$ cat src/si_pkg.sv
`default_nettype none
package si_pkg;

   localparam int COORD_BITS = 12;
   localparam int FRAC_BITS  = 4;
   localparam int OUT_W      = 24;

   localparam int CW  = COORD_BITS;
   localparam int DFW = CW + 1;               // signed coordinate difference
   localparam int DW  = 2 * CW + 3;           // signed determinant
   localparam int DMW = DW - 1;               // determinant magnitude
   localparam int CAW = 2 * CW + 2;           // signed cross term of one segment
   localparam int NW  = 3 * CW + 3;           // signed numerator
   localparam int BW  = CW + DMW;             // bound times determinant
   localparam int QW  = OUT_W;                // quotient bits, one per cell
   localparam int MW  = NW - 1 + FRAC_BITS;   // scaled numerator magnitude
   localparam int RW  = (MW > DMW + QW) ? MW : DMW + QW;

   localparam logic [OUT_W-1:0] OUT_MAX = {1'b0, {(OUT_W-1){1'b1}}};
   localparam logic [OUT_W-1:0] OUT_MIN = {1'b1, {(OUT_W-1){1'b0}}};

   typedef enum logic [1:0] {
      OUTCOME_HIT      = 2'd0,
      OUTCOME_PARALLEL = 2'd1,
      OUTCOME_MISS     = 2'd2
   } outcome_type;

   typedef struct packed {
      logic [RW-1:0] rem;
      logic [QW-1:0] quot;
      logic          neg;
      logic          ovf;
   } lane_type;

   typedef struct packed {
      logic          valid;
      outcome_type   outcome;
      logic [RW-1:0] dsh;
      lane_type      x;
      lane_type      y;
   } div_stage_type;

endpackage
`default_nettype wire

$ cat src/si_div_cell.sv
`default_nettype none
module si_div_cell
   import si_pkg::*;
(
   input  wire logic    clock,
   input  wire logic    reset,
   input  wire logic    en,
   input  div_stage_type stage_in,
   output div_stage_type stage_out
);

   div_stage_type stage_ff;
   div_stage_type next_in;
   logic          gex, gey;

   // one restoring step per lane, divisor slides right one bit per cell
   always_comb begin
      next_in = stage_in;
      gex = (stage_in.x.rem >= stage_in.dsh);
      gey = (stage_in.y.rem >= stage_in.dsh);
      if (gex) next_in.x.rem = stage_in.x.rem - stage_in.dsh;
      if (gey) next_in.y.rem = stage_in.y.rem - stage_in.dsh;
      next_in.x.quot = {stage_in.x.quot[QW-2:0], gex};
      next_in.y.quot = {stage_in.y.quot[QW-2:0], gey};
      next_in.dsh    = stage_in.dsh >> 1;
   end

   always_ff @(posedge clock) begin
      if (reset) begin
         stage_ff.valid <= 1'b0;
      end else if (en) begin
         stage_ff.valid <= next_in.valid;
      end
      if (en) begin
         stage_ff.outcome <= next_in.outcome;
         stage_ff.dsh     <= next_in.dsh;
         stage_ff.x       <= next_in.x;
         stage_ff.y       <= next_in.y;
      end
   end

   assign stage_out = stage_ff;

endmodule
`default_nettype wire

$ cat config.mk
export PLATFORM = sky130hd
export DESIGN_NAME = si_div_cell
export DESIGN_NICKNAME = d
export VERILOG_FILES = /design/src/si_pkg.sv /design/src/si_div_cell.sv
export SDC_FILE = /design/constraint.sdc
export NUM_CORES = 1
export LEC_CHECK = 0
export BUFFER_PORTS_ARGS = -buffer_cell sky130_fd_sc_hd__buf_2
export CORE_MARGIN = 1
export CORE_UTILIZATION = 35
export DETAILED_ROUTE_END_ITERATION = 6
export SYNTH_ARGS = -nofsm -noshare
export SYNTH_HDL_FRONTEND = slang
export SYNTH_SLANG_ARGS = --single-unit
$ cat constraint.sdc
create_clock -name clock -period 4.3 [get_ports clock]
set_clock_uncertainty 0.2 [all_clocks]
set_input_delay 0.645 -clock clock [delete_from_list [all_inputs] [get_ports clock]]
set_output_delay 0.645 -clock clock [all_outputs]
set_load 0.02 [all_outputs]
# ---- Word level (Yosys, flattened, before mapping)
# Cells that the tools add are included.
dict set report totals {
  regBits 204
  input_bits 208
  wordCells 17
}
dict set report classes {
  order_cmp 2
  muxes 2
  addsub 2
}
# operator n
set ops {}
lappend ops {{$ge A50 B50 Y1} 2}
lappend ops {{$mux W50} 2}
lappend ops {{$sub A50 B50 Y50} 2}

# ---- Longest topological paths before layout
# Gate-level depths: netlist (run 1).
dict set report depth {
  depth_word 2
  ltp_mapped 16
}

# ---- Least setup slack after synthesis (run 1)
# Ideal clock, no wire load.
dict set report synth_timing {
  path_type {input to register}
  from {in stage_in[26] (netlist bit)}
  to {reg stage_ff (netlist bit stage_out[63]) (data pin)}
  slack_ps 432
  required_ps 3838
  t_arrival_ps 3406
  stages 16
  path_cell_list {inv_1 -> ha_1 -> inv_1 -> fa_1 -> a211oi_1 -> o21bai_1 -> a21oi_1 -> o311ai_2 -> a21oi_4 -> a21oi_4 -> a41oi_4 -> o21a_1 -> buf_6 -> inv_4 -> buf_6 -> mux2_1}
}
# element line
set synth_lines {}
lappend synth_lines {{start: declaration} si_div_cell.sv:8} ;# input div_stage_type stage_in,
lappend synth_lines {{end: declaration} si_div_cell.sv:12} ;# div_stage_type stage_ff;

==> results of run 1 <==
through the flow:
step	hold slack (ns)	power, W	worst slack [ns]
4_1_cts	0.0365	0.00672	0.624
3_3_place_gp	0.269	0.00460	0.0561
5_1_grt	0.0493	0.00697	0.332
3_5_place_dp	0.301	0.00462	0.0685
6_report	0.0638	0.00665	0.602
2_1_floorplan	0.379	0.00387	0.432
report_power, final:
group	leakage, nW	total [W]	switching, W	internal, W
registers	1.99	0.00252	0.0000569	0.00247
clock network	0.384	0.00206	0.000869	0.00119
logic	5.39	0.00206	0.00122	0.000839
total	7.77	0.00665	0.00215	0.00450
worst max-delay path: cells and delay by family:
family          cells  cell delay, ns
fa+ha+maj           2            0.44
buf+inv             6            0.68
compound gates      8            1.65
mux                 1            0.35
cells in the mapped netlist (11+ instances only):
master,n,area [um^2]
edfxtp_1,203,6100
a21oi_1,119,596
ha_1,100,1250
inv_1,89,334
nand2_1,72,270
o21ai_0,60,300
xnor2_1,57,499
a21o_1,52,390
nor2_1,48,180
nand4_1,35,219
clkbuf_1,32,120
mux2_2,30,338
mux2_4,30,450
nand3_1,30,150
xor2_1,27,236
o21bai_1,26,195
a31oi_1,16,100
mux2_1,16,180
o21a_1,16,120
o211ai_1,14,105
a211oi_1,13,97.6
and2_1,11,68.8
o31ai_1,11,82.6
routing by layer:
layer | part of all wire, % | wire length [um]
met5 | 0.029 | 13
met4 | 2.1 | 924
met3 | 6.8 | 3040
met2 | 49 | 21800
met1 | 43 | 19100
kinds of logic after synthesis:
| family | after synthesis | share of synthesized area, % |
|---|---|---|
| AOI/OAI and AO/OA | 385 | 18.9 |
| xor gates and xnor gates | 84 | 5.42 |
| adders and majority gates | 102 | 9.51 |
| buffers and inverters | 138 | 4.26 |
| DFF | 204 | 45.0 |
| muxes | 79 | 7.35 |
| other | 1 | 0.0276 |
| and+or+nand+nor | 255 | 9.54 |
worst paths after layout:
kind	to	slack, ns	cells past startpoint
setup / recovery	stage_out[28]	0.60	17
hold / removal	stage_out[204]	0.06	2
setup reg to reg	stage_out[204]	3.50	2
hold reg to reg	stage_out[204]	0.30	2
layout make-up:
cell class,count,share of cell area (%)
Clock buffer,27,3.63
Inverter,90,1.95
Tap cell,511,3.67
Clock inverter,19,0.941
Antenna cell,5,0.0718
Multi-Input combinational cell,906,39.6
Timing Repair Buffer,478,15.1
Sequential cell,204,35.1
==> results_dict.tcl, run 1 <==
set metrics [dict create \
    finalHoldViolations 0 \
    grt_pass1_vias 11300 \
    async_reset_ff_share_pct 0 \
    clk_pin_slew_ns 0.06 \
    regArea_mm2 0.00612 \
    final_cells 2240 \
    htreeDepth 1 \
    ios 413 \
    fillers 3646 \
    grt_antenna_before_repair 5 \
    crit_slowest_cell "o311ai_2" \
    routed_wl_mm 44.8 \
    grt-ovfl-total 0 \
    maxSlewHeadroom_pct 50.3 \
    mappedNetlistArea_mm2 0.0136 \
    status "complete, no violations" \
    cts.sinks 204 \
    synthCells 1248 \
    regToRegStartpoint "stage_out[204]" \
    grt_pass1_wl_mm 64.9 \
    final_common_cell "buf_2" \
    synth_edf_count 203 \
    fin_nets 2015 \
    setup-violations-final 0 \
    vias 11600 \
    fin_crit_ns 3.70 \
    dp_hpwl_mm 36.5 \
    ys_warn_count 0 \
    crit_fanout 17 \
    fin_util_pct 45.9 \
    fin_crit_sh_pct 86.0 \
    ant_nets 0 \
    worst_setup_path_end_kind "flip-flop" \
    drt_pass1_iterations 5 \
    crit_type "input port to flip-flop" \
    hold_path.class "input port to flip-flop" \
    fp.dieH_um 199 \
    cts_buffers 25 \
    synth_seq_cells 204 \
    setup_tns_ns 0 \
    grt_usage_pct 21.8 \
    crit_chain "buf_2, inv_1, ha_1, inv_1, fa_1, a211oi_1, o21bai_1, a21oi_1, buf_4, o311ai_2, a21oi_4, a21oi_4, a41oi_4, o21a_1, inv_4, buf_12, mux2_1" \
    num_rows 71 \
    crit_required_ns 4.39 \
    hold_buffers 0 \
    synth_area_per_cell_um2 10.9 \
    wl_per_cell_um 20.0 \
    startpoint_type "input port" \
    vias_per_cell 5.20 \
    grtUsageMet1_pct 27.8 \
    cp_data_arrival_time_ns 3.79 \
    clockRootBuffer "clkbuf_16" \
    power.density_mw_per_mm2 381 \
    drv_slew 0 \
    cts_tree "yes" \
    multi_input_area_mm2 0.00689 \
    clk_latency_ns 0.52 \
    critPathMaxStageDelay_ns 0.47 \
    largest_reg_flops 204 \
    syn_nets 1558 \
    start_util_pct 35.8 \
    gr-usage-met2_pct 37.3 \
    die_area_mm2 0.0396 \
    ys_types 78 \
    critPathLaunch "stage_in[26]" \
    coreArea_mm2 0.0379 \
    final_cell_mix "408 x buf_2, 203 x edfxtp_1, 119 x a21oi_1, 100 x ha_1, 89 x inv_1" \
    clock.fmax_mhz 270 \
    drtIter0Drc 767 \
    dominantRegCellSynth "edfxtp_1" \
    min_from "reset" \
    maxCapViolations 0 \
    dp_cells 2189 \
    grt_max_degree 92 \
    rsz0062_at_grt "false" \
    drc_errors 0 \
    max-vdd-ir-drop_uv 258 \
    die_w_um 199 \
    cts_max_path_buffers 3 \
    postCtsSetupRepairBufs 0 \
    top_usage_layer "met2" \
    ctsResizeCount 0 \
    worstMarginPinSlew_ns 0.746 \
    gr-usage-met3_pct 4.02 \
    syn_to_final_growth_pct 28.3 \
    drive_above_1_share_pct 34.5 \
    seq_area_frac_synth_pct 45.0 \
    placed_area_mm2 0.0166 \
    leakage_nw 7.77 \
    design_area_mm2 0.0174 \
    port_buffers 409 \
    place_congestion 0.886 \
]
No activity file was read; power rests on OpenSTA's default activity.
==> inputs of run 2 (changes only) <==
- CORE_ASPECT_RATIO: not set -> 1.1
==> run 2 against run 1 <==
  * Flip-flop and latch count did not move
  * Design area down 0.27%
  * Cell count fell by 1.0%
  * Clock-buffer cell count grew 1
  * Die area hardly changed
  * Critical path depth decreased by 3
  * Largest power group unchanged
==> results_dict.tcl, run 2 (synthesized netlist as in run 1, its figures left out) <==
set metrics [dict create \
    reg2reg_to "stage_out[204]" \
    cp_data_arrival_time_ns 3.80 \
    cts_max_path_buffers 3 \
    worstMarginPinSlew_ns 0.918 \
    drive_above_1_share_pct 34.0 \
    drt_pass1_iterations 7 \
    leakage_nw 7.74 \
    power.switching_w 0.00211 \
    finalHoldViolations 0 \
    crit_type "input port to flip-flop" \
    start_util_pct 35.6 \
    coreArea_mm2 0.0382 \
    critPathLaunch "stage_in[159]" \
    ios 413 \
    status "complete, no violations" \
    fin_crit_sh_pct 86.5 \
    dp_cells 2169 \
    startpoint_type "input port" \
    internal-power_w 0.00464 \
    regToRegStartpoint "stage_out[204]" \
    cts.sinks 204 \
    r2r_cells 2 \
    final_cell_mix "408 x buf_2, 203 x edfxtp_1, 119 x a21oi_1, 100 x ha_1, 89 x inv_1" \
    grt_antenna_before_repair 9 \
    hold_buffers 0 \
    crit_required_ns 4.38 \
    worst_setup_path_end_kind "flip-flop" \
    pwr-share-comb_pct 30.3 \
    port_buffers 409 \
    power_w 0.00676 \
    multi_input_area_mm2 0.00689 \
    maxSlewHeadroom_pct 38.8 \
    ant_nets 0 \
    timing.hold.ws_ns 0.0653 \
    fin_util_pct 45.5 \
    drtIter0Drc 759 \
    clockRootBuffer "clkbuf_16" \
    grt_pass1_vias 11600 \
    min_from "reset" \
    htreeDepth 1 \
    fin_nets 2005 \
    clk_pin_slew_ns 0.06 \
    p_seq_share_pct 37.4 \
    largest_reg_flops 204 \
    final_common_cell "buf_2" \
    holdPathStages 2 \
    routed_wl_mm 44.7 \
    setup-violations-final 0 \
    whs_endpoint "stage_out[204]" \
    fp.dieH_um 209 \
    ctsResizeCount 0 \
    regArea_mm2 0.00612 \
    wl_per_cell_um 20.2 \
    grt_usage_pct 21.9 \
    drc_errors 0 \
    max-vdd-ir-drop_uv 294 \
    clk_latency_ns 0.53 \
    drv_slew 0 \
    num_rows 75 \
    grt-ovfl-total 0 \
    crit_fanout 6 \
    die_w_um 190 \
    cts_tree "yes" \
    fin_crit_ns 3.72 \
    postCtsSetupRepairBufs 0 \
    place_congestion 0.935 \
    hold_path.class "input port to flip-flop" \
    clock.fmax_mhz 269 \
    die_area_mm2 0.0396 \
    syn_to_final_growth_pct 27.9 \
    final_cells 2217 \
    design_area_mm2 0.0174 \
    vias 11600 \
    grt_max_degree 99 \
    power_frac_clock_pct 32.3 \
    maxCapViolations 0 \
    rsz0062_at_grt "false" \
    fillers 3700 \
    dp_hpwl_mm 36.3 \
    power.density_mw_per_mm2 389 \
    r2r_slack_ns 3.52 \
    grt_pass1_wl_mm 66.3 \
    placed_area_mm2 0.0165 \
    cts_buffers 24 \
    p_sw_share_pct 31.3 \
    vias_per_cell 5.22 \
]
[run 2: cell count changes in the layout (fill, tap and decap cells not counted), sizes merged]
cell / before / now
diode: 5 / 6
bufinv: 2 / 5
clkinv: 12 / 7
clkbuf: 27 / 28
inv: 93 / 90
buf: 478 / 469
[run 2: area by class of cell]
cell class | instances | area share (%)
multi-input combinational | 906 | 39.7
sequential | 204 | 35.2
timing repair buffer | 469 | 14.7
clock buffer | 28 | 3.67
tap | 500 | 3.60
inverter | 90 | 1.96
clock inverter | 14 | 1.11
antenna | 6 | 0.0864
[run 2: per-layer routing]
layer / vias to the layer above / global-route usage (%) / share of wire (%)
met2: 364 / 38.2 / 49
met1: 5513 / 26.8 / 42
met3: 56 / 4.59 / 6.8
met5: - / 0 / 0.069
met4: 6 / 6.51 / 2.3
li1: 5631 / - / -
[run 2: worst max-delay path, stage by stage]
cell      delay, ns
buf_2          0.11
inv_1          0.06
buf_4          0.14
ha_1           0.37
nand4_1        0.16
a21oi_1        0.22
o21ai_1        0.15
a211oi_1       0.50
nor4b_2        0.16
o311ai_0       0.53
buf_4          0.21
a31oi_1        0.11
xnor2_1        0.14
mux2_1         0.29
[run 2: power by group through the flow]
stage,sequential (W),clock (W),combinational [W]
3_3_place_gp,0.00256,0,0.00203
5_1_grt,0.00255,0.00231,0.00222
2_1_floorplan,0.00285,0,0.00102
6_report,0.00252,0.00218,0.00205
3_5_place_dp,0.00257,0,0.00204
4_1_cts,0.00253,0.00225,0.00205
[run 2: stage by stage]
stage                     setup TNS, ns  worst slack [ns]
after floorplan                       0             0.432
after global placement           -0.150            -0.103
after detailed placement        -0.0288           -0.0288
after CTS                             0             0.486
after global routing                  0             0.350
final                                 0             0.582
[run 2: worst max-delay path by stage]
stage | end | slack, ns | cells past startpoint
2_1_floorplan | stage_out[63] | 0.43 | 16
3_3_place_gp | stage_out[149] | -0.10 | 13
3_5_place_dp | stage_out[149] | -0.03 | 13
4_1_cts | stage_out[149] | 0.49 | 13
5_1_grt | stage_out[149] | 0.35 | 14
6_report | stage_out[149] | 0.58 | 14
